**src/hw/rtl/bba_ram.sv**
```systemverilog
module bba_ram #(
	parameter int WIDTH = 8,
	parameter int DEPTH = 16
) (
	input  logic                     clk,
	input  logic                     we,
	input  logic [$clog2(DEPTH)-1:0] waddr,
	input  logic [WIDTH-1:0]         wdata,
	input  logic                     re,
	input  logic [$clog2(DEPTH)-1:0] raddr,
	output logic [WIDTH-1:0]         rdata
);
	logic [WIDTH-1:0] mem [DEPTH];
	logic [WIDTH-1:0] rdata_q;

	always_ff @(posedge clk) begin
		if (we) begin
			mem[waddr] <= wdata;
		end
		if (re) begin
			rdata_q <= mem[raddr];
		end
	end

	assign rdata = rdata_q;
endmodule

```
**config.mk**
```make
export PLATFORM = sky130hd
export DESIGN_NAME = bba_ram
export DESIGN_NICKNAME = d
export VERILOG_FILES = /design/src/hw/rtl/bba_ram.sv
export SDC_FILE = /design/constraint.sdc
export NUM_CORES = 1
export LEC_CHECK = 0
export BUFFER_PORTS_ARGS = -buffer_cell sky130_fd_sc_hd__buf_2
export CELL_PAD_IN_SITES_DETAIL_PLACEMENT = 0
export CELL_PAD_IN_SITES_GLOBAL_PLACEMENT = 2
export CORE_ASPECT_RATIO = 1.1
export CORE_MARGIN = 2
export CORE_UTILIZATION = 52
export DETAILED_ROUTE_END_ITERATION = 8
export MAX_ROUTING_LAYER = met4
export PLACE_DENSITY_LB_ADDON = 0.1
export SYNTH_ARGS = -nofsm -noshare
export SYNTH_HDL_FRONTEND = slang
export SYNTH_SLANG_ARGS = --single-unit
```
**constraint.sdc**
```tcl
create_clock -name clk -period 2.7 [get_ports clk]
set_input_delay 0.135 -clock clk [delete_from_list [all_inputs] [get_ports clk]]
set_output_delay 0.135 -clock clk [all_outputs]
set_load 0.05 [all_outputs]
```
* Yosys cells after proc, flatten, opt, wreduce, memory -nomap -nowiden
Memory sizes are Yosys's and may differ from the RTL's. A register that Yosys moved wholly into a read port is not among the register bits. Cells that the tools add are included. W data, S select, Z words.
Storage, ports and cells: register bits after elaboration 0, bits in writable memories 128, input port bits 19, output and inout port bits 8, word-level logic and storage cells 3, memories kept 1
Memories:
- mem | words 16, width 8, rd ports 1, clocked after Yosys merged registers in 1, wr ports 1, line 13 | logic [WIDTH-1:0] mem [DEPTH];
Cells by class: mux-type cells 2
Operators with widths (number):
- $mux W1 | 2

* Longest topological paths before layout
Gate-level depths: netlist (run 1).
word-level depth 2, mapped depth 5

* Worst setup path before layout (run 1)
Ideal clock, no wire load.
path type input to register, start in waddr[2], end mem mem[0][0] (enable), setup time 0.383 ns, arrival 1.245 ns, setup slack 1.072 ns, cell stages on the path 2, buffers on the path 0, path through or3b_2 -> nor3_1
RTL lines:
- start, declared | line 7 | input logic [$clog2(DEPTH)-1:0] waddr,
- end, declared | line 13
No word-level cell before the write port.

==> results.tsv, run 1 <==
stage	metric	value	unit
power_and_ir_drop	ir_drop	0.000374	V
logic_synthesis	synth_top_area_cell	edfxtp_1	
finish	fin_util	62.2	%
sta	finClkSkew	4.21	ps
logic_synthesis	synthTopCellsByArea	edfxtp_1 78%, mux4_2 7.8%, mux4_1 7.0%	
logic_synthesis	synth-adder-area-share	0	%
routing	vias_per_cell	5.97	
global_routing	grt_overflow	0	
placement	place_inst	378	
clock_tree	cts_resized	0	
finish	antenna_cells	0	
power_and_ir_drop	powerDensity	772	nW/um2
routing	antenna_left	0	
sta	final.min_clock_period	1550	ps
placement	dp_hpwl	6140	um
hold_path	hp-start	wdata[6]	
routing	num_vias	2478	
sta	slew_viol_final	0	
sta	tns	0	ps
sta	fmax	645	MHz
setup_path	path_class	flip-flop to flip-flop	
logic_synthesis	ys_seq_area_share	78.1	%
sta	period_share	57.4	%
power_and_ir_drop	total_power	4.73	mW
logic_synthesis	synth.top_cell.area_share	78.1	%
logic_synthesis	synth.area.mux_share	14.8	%
setup_path	reg2reg_from	mem[0][3]	
logic_synthesis	yosysUniqueCellTypes	18	
setup_path	reg2reg_to	rdata[3]	
clock_tree	clock_latency	520	ps
finish	design_area	6120	um2
setup_path	crit_path_start_kind	flip-flop	
logic_synthesis	synth.net_count	248	
sta	rsz0062_at_grt	no	
setup_path	endpoint_kind	flip-flop	
clock_tree	cts_tree	yes	
logic_synthesis	syn_area_per_cell	22.8	um2
finish	layout-drive-gt1-share	28.1	%
sta	whs	19.2	ps
finish	final_net_count	302	
logic_synthesis	synth_top_family_by_area	multiplexers	
placement	pre_cts_slack	813	ps
global_routing	track_usage	21.9	%
clock_tree	htreeDepth	4	
placement	placed_area	5530	um2
run	maxCapViolCount	0	
logic_synthesis	synthSimpleGateAreaFrac	3.14	%
clock_tree	max-clock-path-buffers	2	
routing	drt_iter0_markers	233	
logic_synthesis	synth_compound_area_share	2.30	%
clock_tree	cts_sinks	136	
setup_path	reg2reg_depth	3	
logic_synthesis	postSynthCellCount	229	
die	core_area	9840	um2
logic_synthesis	synth-xor-area-share	0	%
hold_path	min_path_cells	1	
outcome	status	finished clean	
sta	hold_viol	0	
routing	drt_first_pass_iters	4	
die	io_pins	27	
setup_path	crit_path_max_incr_delay	500	ps
routing	wl_per_cell	24.7	um
die	start_util	53.1	%
logic_synthesis	syn_area	5230	um2
sta	setup_violations	0	
setup_path	critPathRequiredTime	2970	ps
finish	finalNonFillerCells	415	
setup_path	crit_fanout	1	
setup_path	r2r_slack	1150	ps
clock_tree	cts_hold_buf	6	
clock_tree	postCtsSetupBuffers	0	
clock_tree	cts_root_buf	clkbuf_8	
sta	worst_slew_pin_slew	962	ps
setup_path	slowest_stage	mux4_1	
die	die_h	109	um
finish	final_common_cell	edfxtp_1	
hold_path	worstHoldEndpoint	mem[14][6]	
sta	layout_setup_ws	1150	ps
global_routing	grt_max_degree	33	
die	dieWidth	99.6	um
die	num_rows	38	
die	dieArea	10900	um2
setup_path	arrival	1820	ps
finish	synthToLayoutAreaGrowth	17.1	%
global_routing	grt_pass1_wl	15600	um
global_routing	antenna_found_initial	0	
setup_path	path_cells	mux4_1, a22oi_1, nand2_1	
placement	port_buffers	26	
global_routing	grt_pass1_vias	2539	
clock_tree	cts_buffers	17	
setup_path	critPathTopFamily	multiplexers	
routing	wl	10200	um
logic_synthesis	synth-seq-cells	136	
logic_synthesis	yosys_warnings	0	
clock_tree	clk_pin_slew_worst_paths	60	ps
routing	drc	0	
finish	n_fill_cell	669	
placement	gp_congestion	0.731	
sta	max-slew-margin-rel	35.6	%
power_and_ir_drop	p_leak	2.06	nW
finish	layout_common_cells	136 x edfxtp_1, 26 x buf_2, 18 x mux4_2, 16 x a22oi_1, 16 x clkbuf_16	
hold_path	worst_hold_path_type	primary input to flip-flop	
setup_path	crit_buf_inv	0	
-- cell usage after synthesis --
master,instances
nor2b_1,1
or3b_2,1
buf_2,3
and2_1,1
nor2_1,13
and2b_1,1
a22oi_1,16
mux4_1,14
buf_6,3
buf_4,1
nand3_1,1
edfxtp_1,136
clkdlybuf4s25_2,3
nand2b_1,2
nand3b_1,2
nor3_1,4
nand2_1,9
mux4_2,18
-- registers in the layout (all words and copies together) (netlist names) --
| register | count |
|---|---|
| mem | 128 |
| rdata | 8 |
-- cells by family after synthesis --
group                  count (synthesis)
buffers and inverters                 10
AOI/OAI and AO/OA                     16
muxes                                 32
and+or+nand+nor                       35
DFF                                  136
-- per-layer routing --
metal / vias up / GRT usage, % / part of all wire [%]
met3: 19 / 5.38 / 4.6
met5: - / - / 0
met2: 83 / 31.9 / 49
met4: 0 / 10.3 / 2.0
met1: 1291 / 29.5 / 45
li1: 1085 / - / -
-- worst max-delay path by stage --
stage / from / end / slack (ps) / depth (start not counted)
6_report: mem[0][3] / rdata[3] / 1150 / 3
5_1_grt: mem[0][3] / rdata[3] / 1110 / 3
4_1_cts: mem[0][3] / rdata[3] / 1120 / 3
3_5_place_dp: raddr[1] / rdata[4] / 810 / 4
3_3_place_gp: raddr[1] / rdata[6] / 810 / 4
2_1_floorplan: waddr[2] / mem[0][0] / 1070 / 2
-- layout make-up --
class / instances / area, um2 / area share (%)
Sequential cell: 136 / 4080 / 66.7
Multi-Input combinational cell: 83 / 1060 / 17.3
Clock buffer: 19 / 422 / 6.89
Timing Repair Buffer: 45 / 300 / 4.90
Tap cell: 120 / 150 / 2.45
Clock inverter: 12 / 110 / 1.80
-- where the power goes --
| group | internal, mW | total (mW) | leakage [nW] | switching [mW] |
|---|---|---|---|---|
| combinational | 0.0953 | 0.255 | 0.571 | 0.160 |
| clock | 1.29 | 2.08 | 0.257 | 0.797 |
| sequential | 2.38 | 2.39 | 1.24 | 0.0128 |
| total | 3.76 | 4.73 | 2.06 | 0.969 |
(Power assumes the default switching activity.)
==> inputs of run 2 (changes only) <==
- CORE_UTILIZATION: 52 -> 43
- clock period: 2.7 -> 1.36 ns (I/O delays scaled with it)
==> run 2 against run 1 <==
Non-clock buffer count up 14. Clock-buffer cell count is 2 lower. Core utilization is 7.9 points lower. Routed wire length rose by 3.9%. The run now ends with setup timing left. Sequential share of layout area fell by 3.6 points. Register-to-register slack worse by 1200 ps. Clock skew up 3.1 ps. Combinational power up 130%. Critical path depth unchanged.
==> results.tsv, run 2 (same netlist as run 1, synthesis figures left out) <==
stage	metric	value	unit
outcome	status	finished, violations left	
outcome	violations	setup timing	
finish	largest_reg_flops	128	
routing	drt_iter0_markers	145	
global_routing	antenna_found_initial	0	
die	dieArea	13100	um2
die	core_area	11900	um2
routing	wl_per_cell	22.9	um
placement	dp_hpwl	6860	um
power_and_ir_drop	p_leak	2.19	nW
clock_tree	cts_buffers	17	
setup_path	arrival	1600	ps
run	maxCapViolCount	0	
clock_tree	clock_latency	410	ps
sta	worst_slew_pin_slew	871	ps
finish	final_common_cell	edfxtp_1	
clock_tree	clk_pin_slew_worst_paths	60	ps
placement	placed_area	5780	um2
finish	synthToLayoutAreaGrowth	23.9	%
setup_path	path_cells	mux4_2, a22oi_2, nand2_1	
sta	hold_viol	0	
sta	period_share	107	%
sta	tns	-435	ps
setup_path	crit_path_max_incr_delay	530	ps
sta	rsz0062_at_grt	yes	
routing	num_vias	2461	
setup_path	critPathRequiredTime	1500	ps
finish	layout-drive-gt1-share	41.3	%
clock_tree	cts_tree	yes	
global_routing	track_usage	18.9	%
finish	top_register	mem	
placement	port_buffers	26	
global_routing	grt_max_degree	17	
die	dieWidth	109	um
clock_tree	cts_sinks	136	
routing	drt_first_pass_iters	4	
clock_tree	htreeDepth	4	
hold_path	worst_hold_path_type	primary input to flip-flop	
global_routing	grt_overflow	0	
setup_path	endpoint_kind	flip-flop	
finish	fin_util	54.3	%
routing	wl	10600	um
finish	n_fill_cell	909	
finish	layout_common_cells	136 x edfxtp_1, 27 x buf_4, 26 x mux4_2, 26 x buf_2, 17 x clkbuf_16	
clock_tree	max-clock-path-buffers	2	
sta	final.min_clock_period	1450	ps
routing	antenna_left	0	
hold_path	min_path_cells	1	
setup_path	crit_path_start_kind	flip-flop	
sta	whs	57.5	ps
sta	setup_violations	8	
global_routing	grt_pass1_wl	16300	um
power_and_ir_drop	ir_drop	0.000767	V
clock_tree	cts_root_buf	clkbuf_16	
die	die_h	120	um
power_and_ir_drop	powerDensity	1620	nW/um2
die	start_util	43.8	%
sta	layout_setup_ws	-93.3	ps
setup_path	critPathTopFamily	multiplexers	
placement	gp_congestion	0.740	
finish	antenna_cells	0	
setup_path	slowest_stage	mux4_2	
sta	finClkSkew	7.28	ps
clock_tree	postCtsSetupBuffers	0	
routing	drc	0	
setup_path	crit_buf_inv	0	
setup_path	reg2reg_depth	3	
sta	slew_viol_final	0	
power_and_ir_drop	total_power	10.5	mW
sta	fmax	688	MHz
setup_path	cp_num_cells	3	
setup_path	crit_fanout	1	
sta	max-slew-margin-rel	41.8	%
finish	design_area	6480	um2
finish	final_net_count	316	
die	num_rows	42	
routing	vias_per_cell	5.30	
global_routing	grt_pass1_vias	2642	
die	io_pins	27	
setup_path	path_class	flip-flop to flip-flop	
run 2: worst paths after layout:
path | startpoint | end | slack [ps]
worst min-delay path | wdata[6] | mem[12][6] | 60
worst max register to register | mem[15][0] | rdata[0] | -90
worst max-delay path | mem[15][0] | rdata[0] | -90
worst min register to register | mem[0][3] | rdata[3] | 770
run 2: cell type report:
| type | instances | area [um2] | share of cell area [%] |
|---|---|---|---|
| Clock inverter | 15 | 250 | 3.86 |
| Clock buffer | 17 | 425 | 6.57 |
| Timing Repair Buffer | 59 | 443 | 6.84 |
| Multi-Input combinational cell | 83 | 1080 | 16.7 |
| Sequential cell | 136 | 4080 | 63.0 |
| Tap cell | 154 | 193 | 2.97 |
run 2: stage by stage:
stage | instances | worst slack [ps]
after floorplan | 229 | 9.59
after global placement | 432 | -361
after detailed placement | 432 | -368
after CTS | 464 | -92.6
after global routing | 464 | -126
final | 464 | -93.3
run 2: repair_timing:
action | 4_1_cts | 5_1_grt
endpoints found under the hold margin | 8 | 0
pin swaps | 8 | 1
hold buffers | 1 | 0
endpoints found under the setup margin | 8 | 8
resized for setup | 15 | 3
run 2: where the power goes:
part	switching [mW]	total, mW	internal, mW	leakage (nW)
logic	0.352	0.587	0.235	0.635
clock network	1.69	5.13	3.44	0.316
registers	0.0222	4.75	4.72	1.24
run 2: metal layers:
layer  share of wire (%)  vias to the layer above  wire length, um  global-route usage [%]
met4                0.48                        0               51                    5.93
li1                    -                     1114                -                       -
met3                 6.9                        4              734                    5.81
met1                  44                     1269             4660                    26.8
met2                  49                       74             5190                    26.5
met5                   0                        -                0                       -
==> inputs of run 3 (changes only) <==
- PLACE_DENSITY: default -> 0.73
- PLACE_DENSITY_LB_ADDON: 0.1 -> default
==> run 3 against run 2 <==
The run still ends with setup timing left. Combinational power decreased by 6.6%. Sequential cell count unchanged. Sequential share of layout area increased by 2.0 points. Cell area decreased by 3.0%. Highest routed layer unchanged. Critical endpoint is now rdata[4]. Hold slack got worse by 24 ps. Routed wire length decreased by 3.9%. Clock power decreased by 14%. Global-route usage decreased by 0.66 points.
==> results.tsv, run 3 (same netlist as run 1, synthesis figures left out) <==
stage	metric	value	unit
outcome	status	finished, violations left	
outcome	violations	setup timing	
setup_path	crit_path_start_kind	flip-flop	
global_routing	track_usage	18.2	%
power_and_ir_drop	clkPwrFrac	45.3	%
routing	drt_iter0_markers	184	
finish	antenna_cells	0	
die	num_rows	42	
placement	port_buffers	26	
die	die_h	120	um
setup_path	reg2reg_from	mem[2][4]	
setup_path	reg2reg_depth	3	
global_routing	grt_overflow	0	
global_routing	grt_max_degree	18	
power_and_ir_drop	power.switching	1.92	mW
sta	slew_viol_final	0	
placement	pre_cts_slack	-295	ps
clock_tree	clk_pin_slew_worst_paths	50	ps
placement	gp_congestion	0.709	
die	dieWidth	109	um
placement	dp_hpwl	6420	um
run	maxCapViolCount	0	
routing	num_vias	2444	
setup_path	critPathRequiredTime	1520	ps
global_routing	grt_pass1_vias	2612	
hold_path	hp-start	re	
setup_path	arrival	1560	ps
finish	largest_reg_flops	128	
sta	final.min_clock_period	1410	ps
power_and_ir_drop	ir_drop	0.000789	V
clock_tree	cts_sinks	136	
routing	vias_per_cell	5.37	
clock_tree	max-clock-path-buffers	2	
sta	finClkSkew	6.88	ps
sta	rsz0062_at_grt	yes	
clock_tree	cts_tree	yes	
die	dieArea	13100	um2
clock_tree	clock_latency	410	ps
hold_path	worst_hold_path_type	primary input to flip-flop	
power_and_ir_drop	powerDensity	1540	nW/um2
routing	wl	10200	um
power_and_ir_drop	combPwrFrac	5.7	%
sta	max-slew-margin-rel	37.7	%
clock_tree	htreeDepth	4	
setup_path	reg2reg_to	rdata[4]	
global_routing	antenna_found_initial	0	
setup_path	endpoint_kind	flip-flop	
clock_tree	cts_root_buf	clkbuf_16	
setup_path	crit_fanout	1	
routing	antenna_left	0	
power_and_ir_drop	p_leak	2.09	nW
sta	layout_setup_ws	-48.0	ps
die	io_pins	27	
power_and_ir_drop	intPower	7.77	mW
hold_path	worstHoldEndpoint	rdata[3]	
finish	fin_util	52.7	%
setup_path	r2r_slack	-50	ps
finish	synthToLayoutAreaGrowth	20.2	%
routing	drt_first_pass_iters	5	
finish	final_common_cell	edfxtp_1	
setup_path	path_class	flip-flop to flip-flop	
finish	top_register	mem	
clock_tree	cts_hold_buf	0	
sta	hold_viol	0	
finish	layout_common_cells	136 x edfxtp_1, 28 x mux4_2, 26 x buf_2, 20 x buf_4, 17 x clkbuf_16	
routing	wl_per_cell	22.5	um
finish	layout-drive-gt1-share	38.2	%
routing	drc	0	
power_and_ir_drop	switching_share	19.8	%
sta	setup_violations	8	
power_and_ir_drop	total_power	9.69	mW
finish	final_net_count	307	
die	start_util	43.8	%
hold_path	min_path_cells	1	
sta	worst_slew_pin_slew	932	ps
die	core_area	11900	um2
power_and_ir_drop	power.share.sequential	49.0	%
clock_tree	cts_buffers	17	
sta	fmax	710	MHz
sta	period_share	104	%
global_routing	grt_pass1_wl	15800	um
[run 3: cell count changes in the layout (fill, tap and decap cells not counted), sizes merged]
cell	change
bufinv	-3
clkbuf	+2
buf	-8
dlygate4sd3	-1
clkinvlp	-3
inv	-1
clkinv	+5
[run 3: timing repair]
| item | 4_1_cts | 5_1_grt |
|---|---|---|
| pin swaps | 14 | 2 |
| resized for setup | 20 | 1 |
| setup endpoints to repair | 8 | 8 |
| setup buffers | 0 | 0 |
[run 3: power groups by stage]
stage,logic [mW],clock network [mW],registers (mW)
after floorplan,0.239,0,4.90
after global placement,0.523,0,4.83
after detailed placement,0.532,0,4.83
after CTS,0.561,4.45,4.75
after global routing,0.595,4.65,4.76
final,0.548,4.39,4.75
[run 3: worst max path at each step]
stage | to | cells after the start | slack, ps | start
6_report | rdata[4] | 3 | -50 | mem[2][4]
5_1_grt | rdata[6] | 3 | -110 | mem[2][6]
4_1_cts | rdata[7] | 3 | -60 | mem[3][7]
2_1_floorplan | rdata[1] | 5 | 10 | raddr[0]
3_5_place_dp | rdata[2] | 5 | -290 | raddr[0]
3_3_place_gp | rdata[0] | 5 | -280 | raddr[0]
[run 3: through the flow]
stage	hold WS (ps)	TNS [ps]	cells	instance area, um2
3_5_place_dp	452	-1990	423	5700
2_1_floorplan	167	0	229	5230
6_report	33.5	-252	455	6280
3_3_place_gp	453	-1870	423	5700
5_1_grt	22.6	-716	455	6280
4_1_cts	25.4	-374	455	6290
[run 3: layer usage]
metal	up-vias	part of all wire, %	global-route usage (%)
li1	1094	-	-
met1	1255	43	24.8
met2	84	49	27.1
met3	11	6.1	4.73
met4	0	1.2	6.25
met5	-	0	-
[run 3: cell type report]
cell class,instances,area (um2)
Clock buffer,19,433
Sequential cell,136,4080
Clock inverter,13,135
Tap cell,154,193
Timing Repair Buffer,50,360
Fill cell,918,5650
Multi-Input combinational cell,83,1080
[run 3: worst max-delay path, stage by stage (launching register included)]
cell and delay, ps:
edfxtp_1 380, mux4_2 480, a22oi_2 220, nand2_1 80
